`config.mk`:
```
export PLATFORM = sky130hd
export DESIGN_NAME = packet_deframer_sum16_flat
export DESIGN_NICKNAME = d
export VERILOG_FILES = /design/src/rtl/pds16_pkg.sv /design/src/rtl/pds16_if.sv /design/src/rtl/packet_deframer_sum16.sv /design/src/flat_wrapper.sv
export SDC_FILE = /design/constraint.sdc
export NUM_CORES = 1
export LEC_CHECK = 0
export BUFFER_PORTS_ARGS = -buffer_cell sky130_fd_sc_hd__buf_2
export CAP_MARGIN = 20
export CELL_PAD_IN_SITES_DETAIL_PLACEMENT = 1
export CELL_PAD_IN_SITES_GLOBAL_PLACEMENT = 2
export CORE_MARGIN = 8
export CORE_UTILIZATION = 47
export CTS_CLUSTER_SIZE = 12
export DETAILED_ROUTE_END_ITERATION = 10
export HOLD_SLACK_MARGIN = 0.03
export PLACE_DENSITY = 0.88
export SLEW_MARGIN = 5
export SYNTH_ARGS = -nofsm -noshare
export SYNTH_HDL_FRONTEND = slang
export SYNTH_SLANG_ARGS = --single-unit
```
`constraint.sdc`:
```
create_clock -name clock -period 3 [get_ports clock]
set_input_delay 0.45 -clock clock [delete_from_list [all_inputs] [get_ports clock]]
set_output_delay 0.45 -clock clock [all_outputs]
set_load 0.005 [all_outputs]
```
`src/rtl/pds16_pkg.sv`:
```
// ---------------------------------------------------------------------------
// pds16_pkg
// Shared types and constants for the marker-framed packet deframer with a
// 16-bit additive checksum.
// ---------------------------------------------------------------------------
package pds16_pkg;

   localparam int unsigned BYTE_W        = 8;
   localparam int unsigned KIND_W        = 3;
   localparam int unsigned IDX_W         = 6;
   localparam int unsigned SUM_W         = 16;
   localparam int unsigned CSR_ADDR_W    = 1;
   localparam int unsigned MAX_PAYLOAD_D = 64;

   localparam logic [SUM_W-1:0]  SUM_SEED        = 16'h0055;
   localparam logic [BYTE_W-1:0] START_MARKER_RV = 8'h02;
   localparam logic [BYTE_W-1:0] END_MARKER_RV   = 8'h03;

   // configuration register indexes
   localparam logic [CSR_ADDR_W-1:0] CSR_START_MARKER = 1'b0;
   localparam logic [CSR_ADDR_W-1:0] CSR_END_MARKER   = 1'b1;

   typedef enum logic [KIND_W-1:0] {
      KIND_DATA    = 3'd0,
      KIND_LONG    = 3'd1,
      KIND_CSUM_LO = 3'd2,
      KIND_CSUM_HI = 3'd3,
      KIND_BAD_END = 3'd4
   } kind_type;

   typedef enum logic [2:0] {
      PH_HUNT = 3'd0,
      PH_LEN  = 3'd1,
      PH_DATA = 3'd2,
      PH_CSLO = 3'd3,
      PH_CSHI = 3'd4,
      PH_END  = 3'd5,
      PH_EMIT = 3'd6
   } phase_type;

endpackage

```
`src/rtl/pds16_if.sv`:
```
// ---------------------------------------------------------------------------
// pds16 channel interfaces
// Valid/ready channels for received bytes, results and register writes.
// ---------------------------------------------------------------------------
interface pds16_req_if;
   logic                             valid;
   logic                             ready;
   logic [pds16_pkg::BYTE_W-1:0]     rx_byte;
   modport source (output valid, output rx_byte, input ready);
   modport sink   (input valid, input rx_byte, output ready);
endinterface

interface pds16_rsp_if;
   logic                             valid;
   logic                             ready;
   logic [pds16_pkg::KIND_W-1:0]     kind;
   logic [pds16_pkg::BYTE_W-1:0]     payload_byte;
   logic [pds16_pkg::IDX_W-1:0]      byte_index;
   logic [pds16_pkg::BYTE_W-1:0]     packet_length;
   logic                             last;
   modport source (output valid, output kind, output payload_byte, output byte_index,
                   output packet_length, output last, input ready);
   modport sink   (input valid, input kind, input payload_byte, input byte_index,
                   input packet_length, input last, output ready);
endinterface

interface pds16_csr_if;
   logic                             valid;
   logic                             ready;
   logic [pds16_pkg::CSR_ADDR_W-1:0] addr;
   logic [pds16_pkg::BYTE_W-1:0]     data;
   modport source (output valid, output addr, output data, input ready);
   modport sink   (input valid, input addr, input data, output ready);
endinterface

```
`src/rtl/packet_deframer_sum16.sv`:
```
// ---------------------------------------------------------------------------
// packet_deframer_sum16
// Marker-framed packet deframer: hunts a start marker, takes a length and
// payload into a buffer memory, checks a 16-bit additive checksum and the
// end marker, then streams the payload out or reports one error status.
// ---------------------------------------------------------------------------
//
//  channel   | dir | payload                                         | transfer
//  ----------+-----+-------------------------------------------------+---------------
//  req_chan  | in  | rx_byte                                         | valid & ready
//  rsp_chan  | out | kind, payload_byte, byte_index, packet_length,  | valid & ready
//            |     | last                                            |
//  csr_chan  | in  | addr (0 start marker, 1 end marker), data       | valid & ready
//
//  Cycles: one received byte per cycle while framing and the output register
//  is free; an error result leaves through the output register in the same
//  transfer slot. A good packet is read back from the single read port of
//  the buffer one entry per cycle while results are taken; no byte is taken
//  until the whole payload has been read out.
//  Reset: synchronous, clears phase, counters and output valid, sets the markers
//  to 2 and 3; the buffer and the output payload fields are not cleared.
//  Stalls: a held result stops intake and payload read-out until taken.
//
module packet_deframer_sum16 #(
   parameter int unsigned MAX_PAYLOAD = pds16_pkg::MAX_PAYLOAD_D
) (
   input  logic              clock,
   input  logic              reset,
   pds16_req_if.sink         req_chan,
   pds16_rsp_if.source       rsp_chan,
   pds16_csr_if.sink         csr_chan
);

   localparam int unsigned BW = pds16_pkg::BYTE_W;
   localparam int unsigned AW = (MAX_PAYLOAD > 1) ? $clog2(MAX_PAYLOAD) : 1;
   localparam logic [BW-1:0] MAX_LEN = BW'(MAX_PAYLOAD);

   // configuration
   logic [BW-1:0] start_marker_ff;
   logic [BW-1:0] end_marker_ff;

   // framing state
   pds16_pkg::phase_type phase_ff, phase_in;
   logic [BW-1:0]                  frame_length_ff, frame_length_in;
   logic [BW-1:0]                  byte_count_ff, byte_count_in;
   logic [pds16_pkg::SUM_W-1:0]    running_sum_ff, running_sum_in;

   // payload buffer and read-out
   logic [BW-1:0] store_mem_ff [MAX_PAYLOAD];
   logic [BW-1:0] rd_data_ff;
   logic [BW-1:0] emit_idx_ff, emit_idx_in;
   logic [BW-1:0] pend_idx_ff, pend_idx_in;
   logic          pend_ff, pend_in;
   logic          wr_en;
   logic          rd_en;
   logic          load;

   // output register
   logic                  rsp_valid_ff, rsp_valid_in;
   pds16_pkg::kind_type   rsp_kind_ff, rsp_kind_in;
   logic [BW-1:0]         rsp_data_ff, rsp_data_in;
   logic [pds16_pkg::IDX_W-1:0] rsp_idx_ff, rsp_idx_in;
   logic [BW-1:0]         rsp_len_ff, rsp_len_in;
   logic                  rsp_last_ff, rsp_last_in;

   logic          out_free;
   logic          req_fire;
   logic [BW-1:0] b;
   logic [BW-1:0] count_inc;
   logic          emit_done;

   assign b         = req_chan.rx_byte;
   assign out_free  = !rsp_valid_ff || rsp_chan.ready;
   assign req_chan.ready = (phase_ff != pds16_pkg::PH_EMIT) && out_free;
   assign req_fire  = req_chan.valid && req_chan.ready;
   assign count_inc = byte_count_ff + BW'(1);
   assign csr_chan.ready = 1'b1;

   // buffer read-out: issue a read when the held word is gone or leaving
   assign load      = pend_ff && out_free;
   assign rd_en     = (phase_ff == pds16_pkg::PH_EMIT) && (emit_idx_ff != frame_length_ff)
                      && (!pend_ff || load);
   assign emit_done = (emit_idx_ff == frame_length_ff) && (!pend_ff || load);
   assign wr_en     = req_fire && (phase_ff == pds16_pkg::PH_DATA);

   // -------------------------------------------------------------------
   // next phase
   // -------------------------------------------------------------------
   always_comb begin
      phase_in = phase_ff;
      if (req_fire) begin
         unique case (phase_ff)
            pds16_pkg::PH_LEN: begin
               if (b > MAX_LEN) begin
                  phase_in = (b == start_marker_ff) ? pds16_pkg::PH_LEN : pds16_pkg::PH_HUNT;
               end else if (b == '0) begin
                  phase_in = pds16_pkg::PH_CSLO;
               end else begin
                  phase_in = pds16_pkg::PH_DATA;
               end
            end
            pds16_pkg::PH_DATA: begin
               if (count_inc >= frame_length_ff) phase_in = pds16_pkg::PH_CSLO;
            end
            pds16_pkg::PH_CSLO: begin
               if (running_sum_ff[7:0] != b) begin
                  phase_in = (b == start_marker_ff) ? pds16_pkg::PH_LEN : pds16_pkg::PH_HUNT;
               end else begin
                  phase_in = pds16_pkg::PH_CSHI;
               end
            end
            pds16_pkg::PH_CSHI: begin
               if (running_sum_ff[15:8] != b) begin
                  phase_in = (b == start_marker_ff) ? pds16_pkg::PH_LEN : pds16_pkg::PH_HUNT;
               end else begin
                  phase_in = pds16_pkg::PH_END;
               end
            end
            pds16_pkg::PH_END: begin
               if (b != end_marker_ff) begin
                  phase_in = (b == start_marker_ff) ? pds16_pkg::PH_LEN : pds16_pkg::PH_HUNT;
               end else if (frame_length_ff == '0) begin
                  phase_in = pds16_pkg::PH_HUNT;
               end else begin
                  phase_in = pds16_pkg::PH_EMIT;
               end
            end
            default: begin
               phase_in = (b == start_marker_ff) ? pds16_pkg::PH_LEN : pds16_pkg::PH_HUNT;
            end
         endcase
      end else if (phase_ff == pds16_pkg::PH_EMIT && emit_done) begin
         phase_in = pds16_pkg::PH_HUNT;
      end
   end

   // -------------------------------------------------------------------
   // datapath and result register
   // -------------------------------------------------------------------
   always_comb begin
      frame_length_in = frame_length_ff;
      byte_count_in   = byte_count_ff;
      running_sum_in  = running_sum_ff;
      emit_idx_in     = emit_idx_ff;
      pend_idx_in     = pend_idx_ff;
      pend_in         = pend_ff;
      rsp_valid_in    = rsp_valid_ff && !rsp_chan.ready;
      rsp_kind_in     = rsp_kind_ff;
      rsp_data_in     = rsp_data_ff;
      rsp_idx_in      = rsp_idx_ff;
      rsp_len_in      = rsp_len_ff;
      rsp_last_in     = rsp_last_ff;

      if (req_fire) begin
         // errors share one status form; kind picked per phase below
         rsp_data_in = '0;
         rsp_idx_in  = '0;
         rsp_len_in  = frame_length_ff;
         rsp_last_in = 1'b1;
         unique case (phase_ff)
            pds16_pkg::PH_LEN: begin
               if (b > MAX_LEN) begin
                  rsp_valid_in = 1'b1;
                  rsp_kind_in  = pds16_pkg::KIND_LONG;
                  rsp_len_in   = b;
               end else begin
                  frame_length_in = b;
                  byte_count_in   = '0;
                  running_sum_in  = pds16_pkg::SUM_SEED + pds16_pkg::SUM_W'(b);
               end
            end
            pds16_pkg::PH_DATA: begin
               running_sum_in = running_sum_ff + pds16_pkg::SUM_W'(b);
               byte_count_in  = count_inc;
            end
            pds16_pkg::PH_CSLO: begin
               if (running_sum_ff[7:0] != b) begin
                  rsp_valid_in = 1'b1;
                  rsp_kind_in  = pds16_pkg::KIND_CSUM_LO;
               end
            end
            pds16_pkg::PH_CSHI: begin
               if (running_sum_ff[15:8] != b) begin
                  rsp_valid_in = 1'b1;
                  rsp_kind_in  = pds16_pkg::KIND_CSUM_HI;
               end
            end
            pds16_pkg::PH_END: begin
               if (b != end_marker_ff) begin
                  rsp_valid_in = 1'b1;
                  rsp_kind_in  = pds16_pkg::KIND_BAD_END;
               end else begin
                  // rewind the read-out pointer for the payload stream
                  emit_idx_in = '0;
                  pend_in     = 1'b0;
               end
            end
            default: begin
            end
         endcase
      end

      // move the buffered word into the output register
      if (load) begin
         rsp_valid_in = 1'b1;
         rsp_kind_in  = pds16_pkg::KIND_DATA;
         rsp_data_in  = rd_data_ff;
         rsp_idx_in   = pend_idx_ff[pds16_pkg::IDX_W-1:0];
         rsp_len_in   = frame_length_ff;
         rsp_last_in  = (pend_idx_ff + BW'(1)) == frame_length_ff;
         pend_in      = 1'b0;
      end
      if (rd_en) begin
         pend_idx_in = emit_idx_ff;
         emit_idx_in = emit_idx_ff + BW'(1);
         pend_in     = 1'b1;
      end
   end

   // -------------------------------------------------------------------
   // registers
   // -------------------------------------------------------------------
   always_ff @(posedge clock) begin
      if (reset) begin
         start_marker_ff <= pds16_pkg::START_MARKER_RV;
         end_marker_ff   <= pds16_pkg::END_MARKER_RV;
         phase_ff        <= pds16_pkg::PH_HUNT;
         frame_length_ff <= '0;
         byte_count_ff   <= '0;
         running_sum_ff  <= '0;
         emit_idx_ff     <= '0;
         pend_ff         <= 1'b0;
         rsp_valid_ff    <= 1'b0;
      end else begin
         if (csr_chan.valid) begin
            unique case (csr_chan.addr)
               pds16_pkg::CSR_START_MARKER: start_marker_ff <= csr_chan.data;
               pds16_pkg::CSR_END_MARKER:   end_marker_ff   <= csr_chan.data;
               default: begin
               end
            endcase
         end
         phase_ff        <= phase_in;
         frame_length_ff <= frame_length_in;
         byte_count_ff   <= byte_count_in;
         running_sum_ff  <= running_sum_in;
         emit_idx_ff     <= emit_idx_in;
         pend_ff         <= pend_in;
         rsp_valid_ff    <= rsp_valid_in;
      end
   end

   // payload fields of the output register and the buffered index; no reset needed
   always_ff @(posedge clock) begin
      rsp_kind_ff <= rsp_kind_in;
      rsp_data_ff <= rsp_data_in;
      rsp_idx_ff  <= rsp_idx_in;
      rsp_len_ff  <= rsp_len_in;
      rsp_last_ff <= rsp_last_in;
      pend_idx_ff <= pend_idx_in;
   end

   // payload buffer: one write port, one registered read port
   always_ff @(posedge clock) begin
      if (wr_en) begin
         store_mem_ff[byte_count_ff[AW-1:0]] <= b;
      end
      if (rd_en) begin
         rd_data_ff <= store_mem_ff[emit_idx_ff[AW-1:0]];
      end
   end

   assign rsp_chan.valid         = rsp_valid_ff;
   assign rsp_chan.kind          = rsp_kind_ff;
   assign rsp_chan.payload_byte  = rsp_data_ff;
   assign rsp_chan.byte_index    = rsp_idx_ff;
   assign rsp_chan.packet_length = rsp_len_ff;
   assign rsp_chan.last          = rsp_last_ff;

`ifndef ASSERT_OFF
   // a buffered read word exists only during payload read-out
   a_pend_in_emit: assert property (@(posedge clock) disable iff (reset)
      pend_ff |-> (phase_ff == pds16_pkg::PH_EMIT))
      else $error("buffered read word outside read-out");

   // the read pointer never passes the frame length
   a_emit_bound: assert property (@(posedge clock) disable iff (reset)
      (phase_ff == pds16_pkg::PH_EMIT) |-> (emit_idx_ff <= frame_length_ff))
      else $error("read-out pointer beyond frame length");

   // payload writes stay inside the current frame
   a_data_bound: assert property (@(posedge clock) disable iff (reset)
      (phase_ff == pds16_pkg::PH_DATA) |-> (byte_count_ff < frame_length_ff))
      else $error("payload write beyond frame length");

   // loading the final payload byte ends read-out
   a_last_ends: assert property (@(posedge clock) disable iff (reset)
      (load && rsp_last_in) |=> (phase_ff != pds16_pkg::PH_EMIT))
      else $error("read-out continues after final byte");

   // an output word is never overwritten while it waits
   a_no_overwrite: assert property (@(posedge clock) disable iff (reset)
      (rsp_valid_ff && !rsp_chan.ready) |-> (!load && !req_fire))
      else $error("output register overwritten while held");
`endif

endmodule
```
`src/flat_wrapper.sv`:
```
// flat-port wrapper written by rule: the top's interface ports become plain ports
module packet_deframer_sum16_flat 
#(
   parameter int unsigned MAX_PAYLOAD = pds16_pkg::MAX_PAYLOAD_D
)
  (clock, reset, req_chan_valid, req_chan_rx_byte, req_chan_ready, rsp_chan_valid, rsp_chan_kind, rsp_chan_payload_byte, rsp_chan_byte_index, rsp_chan_packet_length, rsp_chan_last, rsp_chan_ready, csr_chan_valid, csr_chan_addr, csr_chan_data, csr_chan_ready);
  pds16_req_if req_chan_i ();
  pds16_rsp_if rsp_chan_i ();
  pds16_csr_if csr_chan_i ();
  input  logic clock;
  input  logic reset;
  input wire logic [$bits(req_chan_i.valid)-1:0] req_chan_valid;
  input wire logic [$bits(req_chan_i.rx_byte)-1:0] req_chan_rx_byte;
  output wire logic [$bits(req_chan_i.ready)-1:0] req_chan_ready;
  output wire logic [$bits(rsp_chan_i.valid)-1:0] rsp_chan_valid;
  output wire logic [$bits(rsp_chan_i.kind)-1:0] rsp_chan_kind;
  output wire logic [$bits(rsp_chan_i.payload_byte)-1:0] rsp_chan_payload_byte;
  output wire logic [$bits(rsp_chan_i.byte_index)-1:0] rsp_chan_byte_index;
  output wire logic [$bits(rsp_chan_i.packet_length)-1:0] rsp_chan_packet_length;
  output wire logic [$bits(rsp_chan_i.last)-1:0] rsp_chan_last;
  input wire logic [$bits(rsp_chan_i.ready)-1:0] rsp_chan_ready;
  input wire logic [$bits(csr_chan_i.valid)-1:0] csr_chan_valid;
  input wire logic [$bits(csr_chan_i.addr)-1:0] csr_chan_addr;
  input wire logic [$bits(csr_chan_i.data)-1:0] csr_chan_data;
  output wire logic [$bits(csr_chan_i.ready)-1:0] csr_chan_ready;
  assign req_chan_i.valid = req_chan_valid;
  assign req_chan_i.rx_byte = req_chan_rx_byte;
  assign req_chan_ready = req_chan_i.ready;
  assign rsp_chan_valid = rsp_chan_i.valid;
  assign rsp_chan_kind = rsp_chan_i.kind;
  assign rsp_chan_payload_byte = rsp_chan_i.payload_byte;
  assign rsp_chan_byte_index = rsp_chan_i.byte_index;
  assign rsp_chan_packet_length = rsp_chan_i.packet_length;
  assign rsp_chan_last = rsp_chan_i.last;
  assign rsp_chan_i.ready = rsp_chan_ready;
  assign csr_chan_i.valid = csr_chan_valid;
  assign csr_chan_i.addr = csr_chan_addr;
  assign csr_chan_i.data = csr_chan_data;
  assign csr_chan_ready = csr_chan_i.ready;
  packet_deframer_sum16 #(.MAX_PAYLOAD(MAX_PAYLOAD)) u_core (.clock(clock), .reset(reset), .req_chan(req_chan_i), .rsp_chan(rsp_chan_i), .csr_chan(csr_chan_i));
endmodule
```
==> impl_metrics.yaml, run 1 <==
yosys:
  ys_ff_latch: 615
  netlist_instances: 1490
  synth_seq_area_share_pct: 69.9
  synth_cell_types: 71
  synth-edff-count: 551
  syn_nets: 1535
  syn_area_mm2: 0.0255
  yosys.area.top_type_share_pct: 64.9
  synth_top_area_cell: "edfxtp_1"
  ys_async_sr_fraction_pct: 0
  synth_flop_cell: "edfxtp_1"
  synth_warnings: 0
  synth_area_leaders: "edfxtp_1 (65%), mux4_2 (11%), dfxtp_1 (5.0%)"
  syn-mean-instance-area_um2: 17.1
route:
  drt_wl_total_mm: 69.7
  dr.pass1.iters: 5
  wire_per_inst_um: 29.0
  drt_iter0_drc: 1305
  final_antenna_net_count: 0
  via_per_inst: 6.08
  drc: 0
  via_count: 14600
clock_tree:
  clock-sinks: 615
  cts_tree: "yes"
  cts_setup_buffers: 0
  path_clk_slew_ns: 0.06
  cts_resized: 0
  cts_buffer_depth: 3
  cts-hold-fix-buffers: 0
  cts_max_level: 3
  clk_latency_ns: 0.60
  cts-root-buf: "clkbuf_16"
  numCtsBuffers: 66
critical_path:
  required_ns: 3.54
  crit_chain: "ha_1, xor2_1, ha_1, a211o_1, a31oi_1, nor3_1, or4_4, a21oi_1, a22o_1"
  crit_type: "flop to flop"
  slowest_delay_ns: 0.52
  r2r_slack_ns: 0.24
  timing.critical_path.fanout_max: 9
  worst_setup_path_start_kind: "flop"
  crit_slowest_cell: "or4_4"
  end_kind: "flop"
  crit_arrival_ns: 3.30
  cpMostUsedCell: "ha_1"
placement:
  hpwl_mm: 45.3
  port_buffers: 49
  gp_congestion: 0.912
  place_area_mm2: 0.0274
grt:
  overflow: 0
  grt.total_usage_pct: 22.3
  grt_pass1_vias: 15700
  grt_pass1_wl_mm: 105
  grt_max_degree: 70
  antenna_found_initial: 6
floorplan:
  die_h_um: 249
  fp.coreArea_mm2: 0.0537
  dieArea_mm2: 0.0620
  die_w_um: 249
  core.rowCount: 85
  start_util_pct: 47.5
  io-pin-count: 51
sta:
  fin_tns_setup_ns: 0
  post-route-period-util_pct: 92.1
  tightest_slew_ns: 0.847
  maxSlewHeadroom_pct: 43.6
  rsz0062_at_grt: "false"
  final.setup_skew_ns: 0.0284
  timing.final.hold_violations: 0
  finalSetupViolCount: 0
  timing.fmax_mhz: 362
  finalMaxSlewViolations: 0
  finalCriticalPeriod_ns: 2.76
power:
  irDropWorstVdd_uv: 436
  powerDensity_mw_per_mm2: 595
  p_leak_uw: 0.00961
final_layout:
  fin_nets: 1710
  drive_gt1_share_pct: 27.7
  stdcell_area_mm2: 0.0294
  postLayoutCoreUtil_pct: 54.8
  area_delta_synth_final_pct: 15.4
worst_hold_path:
  hold_path.class: "input pin to flop"
job:
  drv_cap: 0
outcome:
  status: "finished, final reports clean"
==> critical path, delay by kind of cell, from the launching register on <==
family | cells | cell delay, ns
fa+ha+maj | 2 | 0.56
xor+xnor | 1 | 0.23
flops | 1 | 0.51
compound gates | 4 | 0.81
simple gates | 2 | 0.60
==> per-stage QoR <==
step,worst slack [ns],hold slack [ns],cells,total power (µW)
final,0.237,0.100,2404,17500
after global routing,0.0803,0.0971,2401,17900
after CTS,0.221,0.0806,2400,17600
after detailed placement,0.0797,0.450,2292,9940
after global placement,0.216,0.452,2292,9920
after floorplan,0.521,0.403,1490,9700
==> sequential cells by signal, summed over array words and instances, names as in the netlist <==
name / count
u_core.store_mem_ff: 512
u_core.phase_ff: 3
u_core.rsp_chan.payload_byte: 8
u_core.rd_data_ff: 8
u_core.start_marker_ff: 8
u_core.rsp_chan.packet_length: 8
u_core.rsp_chan.last: 1
u_core.end_marker_ff: 8
u_core.byte_count_ff: 8
u_core.rsp_chan.kind: 3
u_core.emit_idx_ff: 8
u_core.rsp_chan.byte_index: 6
u_core.pend_ff: 1
u_core.pend_idx_ff: 8
u_core.frame_length_ff: 8
u_core.running_sum_ff: 16
u_core.rsp_chan.valid: 1
==> layout by cell type, fill, tap and decap left out, drive strengths merged, types with 22 or more instances in the layout <==
cell      n
a21oi    43
and3     23
buf     191
clkbuf   89
dfxtp    64
edfxtp  551
ha       22
mux2     53
mux2i    25
mux4    128
nand2    74
nand3    36
nor2    115
o21ai    23
o22ai    25
xnor2    36
xor2     28
==> worst paths after layout <==
| kind | startpoint | endpoint | depth (start not counted) |
|---|---|---|---|
| max reg2reg | u_core.byte_count_ff[0]$_SDFFE_PP0P_ | u_core.phase_ff[2]$_SDFFE_PP0P_ | 9 |
| min | csr_chan_data[0] | u_core.end_marker_ff[0]$_SDFFE_PP1P_ | 3 |
| max | u_core.byte_count_ff[0]$_SDFFE_PP0P_ | u_core.phase_ff[2]$_SDFFE_PP0P_ | 9 |
| min reg2reg | u_core.byte_count_ff[6]$_SDFFE_PP0P_ | u_core.byte_count_ff[6]$_SDFFE_PP0P_ | 2 |
==> cell families after synthesis <==
group | after synthesis | share of synthesized area (%)
mux | 206 | 14.6
simple gates | 325 | 6.20
fa+ha+maj | 23 | 1.16
buf+inv | 101 | 1.79
flops | 615 | 69.9
compound gates | 155 | 4.12
other cells | 1 | 0.0147
xor+xnor | 64 | 2.20
==> cells in the mapped netlist (25+ instances only) <==
master,count
mux4_2,128
mux2i_1,25
clkbuf_1,35
mux2_2,53
xor2_1,28
buf_2,32
nand2_1,74
a21oi_1,42
xnor2_1,36
nor2_1,114
nand3_1,34
dfxtp_1,64
o22ai_1,25
edfxtp_1,551
==> final cells by class <==
cell class / count / area (µm²)
inverters: 17 / 63.8
clock inverters: 19 / 179
diodes: 3 / 7.51
fillers: 4892 / 24300
repair buffers: 191 / 1410
flip-flops and latches: 615 / 17800
well taps: 696 / 871
multi-input cells: 774 / 7220
clock buffers: 89 / 1830
==> metal layers <==
metal / vias up / global-route usage (%) / wire, µm
met3: 107 / 4.18 / 4920
met5: - / 0 / 16
li1: 6245 / - / -
met4: 2 / 6.75 / 1640
met2: 598 / 37.2 / 34300
met1: 7653 / 29.7 / 28800
==> report_power, final <==
part,switching (µW),internal (µW),leakage (µW),total (µW)
Combinational,283,109,0.00312,392
Clock,3300,4460,0.000981,7760
Sequential,25.0,9350,0.00552,9370
Total,3610,13900,0.00961,17500
Note: power is estimated with default switching activity, not from simulation.
==> run 2: changes to the inputs <==
- ABC_AREA: default -> 1
- CORE_UTILIZATION: 47 -> 43
- PLACE_DENSITY: 0.88 -> 0.9
- SKIP_CTS_REPAIR_TIMING: default -> 1
==> impl_metrics.yaml, run 2 <==
outcome:
  status: "finished, final reports clean"
clock_tree:
  cts_buffer_depth: 3
  cts_tree: "yes"
  cts-root-buf: "clkbuf_16"
  clk_latency_ns: 0.61
  path_clk_slew_ns: 0.06
  clock-sinks: 615
  numCtsBuffers: 67
  cts_max_level: 3
power:
  p_leak_uw: 0.0108
  irDropWorstVdd_uv: 394
  p_comb_share_pct: 2.9
  seq_power_share_pct: 52.4
  pwr-share-clk_pct: 44.7
  netSwitchingFraction_pct: 21.5
  p_sw_uw: 3860
  powerDensity_mw_per_mm2: 601
  p_int_uw: 14100
floorplan:
  fp.coreArea_mm2: 0.0604
  die_w_um: 263
  die_h_um: 263
  core.rowCount: 90
  dieArea_mm2: 0.0691
  start_util_pct: 43.4
  io-pin-count: 51
critical_path:
  crit_type: "flop to flop"
  timing.critical_path.fanout_max: 8
  crit_arrival_ns: 2.86
  end_kind: "flop"
  crit_chain: "inv_2, nand3_2, nand3_4, inv_1, nand2_1, nor2_1, nand2_1, buf_4, nor2_1"
  path_buf_inv: 3
  crit_slowest_cell: "nor2_1"
  required_ns: 3.23
  worst_setup_path_start_kind: "flop"
  critical-path-top-delay-family: "simple AND/OR/NAND/NOR gates"
  slowest_delay_ns: 0.59
yosys:
  syn-mean-instance-area_um2: 10.9
  synth_area_leaders: "edfxtp_1 (63%), nor2_1 (6.3%), o21ai_0 (6.1%)"
  synth_warnings: 0
  ys_ff_latch: 615
  synthTopCellsByCount: "edfxtp_1 (551), nor2_1 (437), nand2_1 (384), o21ai_0 (318), o22ai_1 (129)"
  synth_flop_cell: "edfxtp_1"
  synth-edff-count: 551
  netlist_instances: 2396
  synth_top_area_cell: "edfxtp_1"
  yosys.area.top_type_share_pct: 63.1
  syn_area_mm2: 0.0262
  synth_seq_area_share_pct: 68.0
  synth_cell_types: 43
  syn_nets: 2441
  yosysMostFrequentCell: "edfxtp_1"
  ys_async_sr_fraction_pct: 0
route:
  final_antenna_net_count: 0
  drt_wl_total_mm: 79.1
  drc: 0
  dr.pass1.iters: 5
  drt_iter0_drc: 1806
  wire_per_inst_um: 23.8
  via_count: 18900
  via_per_inst: 5.70
sta:
  finalCriticalPeriod_ns: 2.63
  hold_ws_ns: 0.0672
  fin_tns_setup_ns: 0
  timing.fmax_mhz: 380
  rsz0062_at_grt: "false"
  finalMaxSlewViolations: 0
  timing.final.hold_violations: 0
  final.setup_skew_ns: 0.0218
  post-route-period-util_pct: 87.7
  finalSetupViolCount: 0
  tightest_slew_ns: 0.937
  maxSlewHeadroom_pct: 37.6
job:
  drv_cap: 0
placement:
  hpwl_mm: 49.6
  gp_congestion: 0.877
  port_buffers: 49
  place_area_mm2: 0.0277
grt:
  antenna_found_initial: 5
  grt_pass1_wl_mm: 121
  overflow: 0
  grt_max_degree: 165
  grt_pass1_vias: 20100
  grt.total_usage_pct: 22.3
final_layout:
  postLayoutCoreUtil_pct: 49.4
  final_cell_mix: "edfxtp_1 (551), nor2_1 (437), nand2_1 (384)"
  final_common_cell: "edfxtp_1"
  fin_nets: 2538
  nFillCells: 6483
  drive_gt1_share_pct: 10.7
  largest_reg_flops: 512
  stdcell_area_mm2: 0.0298
  area_delta_synth_final_pct: 13.7
worst_hold_path:
  hold_path.class: "input pin to flop"
[run 2: cell count changes after synthesis, moves of 51 or more]
| cell | delta |
|---|---|
| o22ai_1 | +104 |
| nand2_1 | +310 |
| nand3_1 | +51 |
| o21ai_0 | +296 |
| mux4_2 | -128 |
| mux2_2 | -53 |
| nor2_1 | +323 |
| inv_1 | +67 |
[run 2: power by group through the flow]
| stage | logic, µW | clock network [µW] | registers (µW) |
|---|---|---|---|
| floorplan | 224 | 0 | 9570 |
| global placement | 488 | 0 | 9570 |
| detailed placement | 508 | 0 | 9570 |
| CTS | 514 | 8140 | 9390 |
| global route | 561 | 8430 | 9390 |
| finish | 515 | 8010 | 9390 |
[run 2: per-layer routing]
layer | vias up | global-route usage [%] | wire, µm
met4 | 2 | 8.37 | 2670
li1 | 8635 | - | -
met5 | - | 0 | 13
met1 | 9619 | 28.5 | 33100
met2 | 547 | 38.8 | 39500
met3 | 146 | 2.68 | 3780
[run 2: path summary, 6_finish.rpt]
check	startpoint	endpoint	slack, ns	cells past startpoint
max	u_core.phase_ff[0]$_SDFFE_PP0P_	u_core.store_mem_ff[29][7]$_DFFE_PP_	0.37	9
max reg2reg	u_core.phase_ff[0]$_SDFFE_PP0P_	u_core.store_mem_ff[29][7]$_DFFE_PP_	0.37	9
min reg2reg	u_core.rsp_chan.kind[2]$_SDFFE_PP0P_	u_core.rsp_chan.kind[2]$_SDFFE_PP0P_	0.49	2
min	csr_chan_data[0]	u_core.end_marker_ff[0]$_SDFFE_PP1P_	0.07	3
[run 2: cells by family (layout without fill, tap and decap cells)]
logic type               after synthesis  count (layout)  synth area share [%]
XOR/XNOR                              44              44                  1.47
AND/OR/NAND/NOR                      935             935                  14.2
AO/OA/AOI/OAI                        549             549                  11.3
other                                  1               2                0.0143
adder cells (fa/ha/maj)               23              23                  1.13
buffers and inverters                229             373                  3.97
flip-flops                           615             615                  68.0
[run 2: final cells by class]
| cell class | count | area [µm²] | share of cell area, % |
|---|---|---|---|
| clock inverter | 30 | 315 | 1.06 |
| antenna | 1 | 2.50 | 0.00839 |
| sequential | 615 | 17800 | 59.8 |
| clock buffer | 86 | 1780 | 5.96 |
| inverter | 94 | 358 | 1.20 |
| tap | 782 | 978 | 3.28 |
| timing repair buffer | 163 | 1200 | 4.03 |
| multi-input combinational | 1552 | 7350 | 24.7 |
[run 2: worst min-delay path, delay by kind of cell]
kind	cells	cell delay, ns
simple gates	2	0.10
buf+inv	1	0.09
[run 2: through the flow]
step	power, µW	cells	worst slack, ns
3_5_place_dp	10100	3206	0.241
2_1_floorplan	9790	2396	0.789
3_3_place_gp	10100	3205	0.446
4_1_cts	18000	3322	0.295
5_1_grt	18400	3323	0.0987
6_report	17900	3323	0.370
==> run 3: changes to the inputs <==
- MAX_ROUTING_LAYER: default -> met4
==> impl_metrics.yaml, run 3 (synthesized netlist as in run 2, its figures left out) <==
outcome:
  status: "finished, final reports clean"
power:
  power_uw: 17600
  powerDensity_mw_per_mm2: 591
  p_leak_uw: 0.0108
  irDropWorstVdd_uv: 373
floorplan:
  die_h_um: 263
  die_w_um: 263
  start_util_pct: 43.4
  dieArea_mm2: 0.0691
  core.rowCount: 90
  io-pin-count: 51
  fp.coreArea_mm2: 0.0604
final_layout:
  final_cell_mix: "edfxtp_1 (551), nor2_1 (437), nand2_1 (384)"
  fin_nets: 2540
  multi_input_area_mm2: 0.00735
  drive_gt1_share_pct: 10.8
  nFillCells: 6479
  area_delta_synth_final_pct: 13.4
  final_common_cell: "edfxtp_1"
  largest_reg_flops: 512
  ff_latch_area_mm2: 0.0178
worst_hold_path:
  hold_end: "u_core.end_marker_ff[0]$_SDFFE_PP1P_"
  hold_path_depth: 3
  hold_path.class: "input pin to flop"
  min-delay-start: "csr_chan_data[0]"
sta:
  post-route-period-util_pct: 88.2
  finalCriticalPeriod_ns: 2.65
  fin_tns_setup_ns: 0
  finalMaxSlewViolations: 0
  final.setup_skew_ns: 0.0207
  tightest_slew_ns: 0.900
  timing.fmax_mhz: 378
  timing.final.hold_violations: 0
  rsz0062_at_grt: "false"
  setup_ws_ns: 0.355
  finalSetupViolCount: 0
  maxSlewHeadroom_pct: 40.0
clock_tree:
  clk_latency_ns: 0.61
  cts_max_level: 3
  numCtsBuffers: 67
  path_clk_slew_ns: 0.06
  cts_tree: "yes"
  cts-root-buf: "clkbuf_16"
  clock-sinks: 615
  cts_buffer_depth: 3
grt:
  grt_pass1_wl_mm: 121
  grt_max_degree: 129
  overflow: 0
  antenna_found_initial: 2
  grt.total_usage_pct: 23.1
  grt_pass1_vias: 20100
route:
  drt_wl_total_mm: 78.8
  drt_iter0_drc: 1635
  drc: 0
  wire_per_inst_um: 23.7
  dr.pass1.iters: 5
  final_antenna_net_count: 0
  via_per_inst: 5.71
  via_count: 19000
critical_path:
  worst_setup_path_start_kind: "flop"
  rr_worst_depth: 9
  end_kind: "flop"
  required_ns: 3.23
  crit_arrival_ns: 2.88
  crit_chain: "inv_2, nand3_2, nand3_4, inv_1, nand2_1, nor2_2, nand3_1, buf_4, nor2_1"
  r2r-end: "u_core.store_mem_ff[30][1]$_DFFE_PP_"
  critical-path-top-delay-family: "simple AND/OR/NAND/NOR gates"
  timing.rr.start: "u_core.phase_ff[0]$_SDFFE_PP0P_"
  path_buf_inv: 3
  r2r_slack_ns: 0.35
  timing.critical_path.fanout_max: 8
  slowest_delay_ns: 0.55
  crit_type: "flop to flop"
  crit_slowest_cell: "nor2_1"
job:
  drv_cap: 0
placement:
  pre_cts_ws_ns: 0.319
  hpwl_mm: 50.1
  port_buffers: 49
  gp_congestion: 0.873
## run 3: per-stage QoR
step,hold slack [ns],instances,util (%),area (µm²)
5_1_grt,0.0945,3324,49.3,29700
3_5_place_dp,0.476,3208,46.0,27700
6_report,0.0825,3324,49.3,29700
3_3_place_gp,0.467,3207,45.9,27700
2_1_floorplan,0.403,2396,-,26200
4_1_cts,0.0584,3323,49.3,29700
## run 3: worst max-delay path by stage
stage	startpoint	endpoint	depth (start not counted)
3_3_place_gp	rsp_chan_ready	u_core.store_mem_ff[25][4]$_DFFE_PP_	9
4_1_cts	u_core.phase_ff[0]$_SDFFE_PP0P_	u_core.store_mem_ff[30][1]$_DFFE_PP_	9
6_report	u_core.phase_ff[0]$_SDFFE_PP0P_	u_core.store_mem_ff[30][1]$_DFFE_PP_	9
2_1_floorplan	rsp_chan_ready	u_core.rsp_chan.byte_index[0]$_SDFFCE_PN0P_	7
3_5_place_dp	rsp_chan_ready	u_core.store_mem_ff[30][1]$_DFFE_PP_	10
5_1_grt	u_core.phase_ff[0]$_SDFFE_PP0P_	u_core.store_mem_ff[30][0]$_DFFE_PP_	9
## run 3: per-layer routing
layer  share of wire [%]  up-vias  GRT usage (%)
met4                 3.1        0           8.09
met5                   0        -              -
li1                    -     8645              -
met3                 5.1      130           2.79
met2                  51      570           39.8
met1                  41     9623           28.1
## run 3: area by class of cell
type / instances / share of cell area [%]
Antenna cell: 1 / 0.00842
Clock buffer: 87 / 6.07
Clock inverter: 28 / 0.644
Inverter: 94 / 1.20
Multi-Input combinational cell: 1552 / 24.7
Sequential cell: 615 / 60.0
Tap cell: 782 / 3.29
Timing Repair Buffer: 165 / 4.09
## run 3: worst min-delay path: stages
cell and delay (ns):
buf_2 0.10, nand2_1 0.05, nand3_1 0.06
## run 3: power by group
group          switching [µW]  internal [µW]  leakage [µW]
sequential               28.3           9360       0.00548
combinational             376            132       0.00433
clock                    3340           4340      0.000976
total                    3740          13800        0.0108
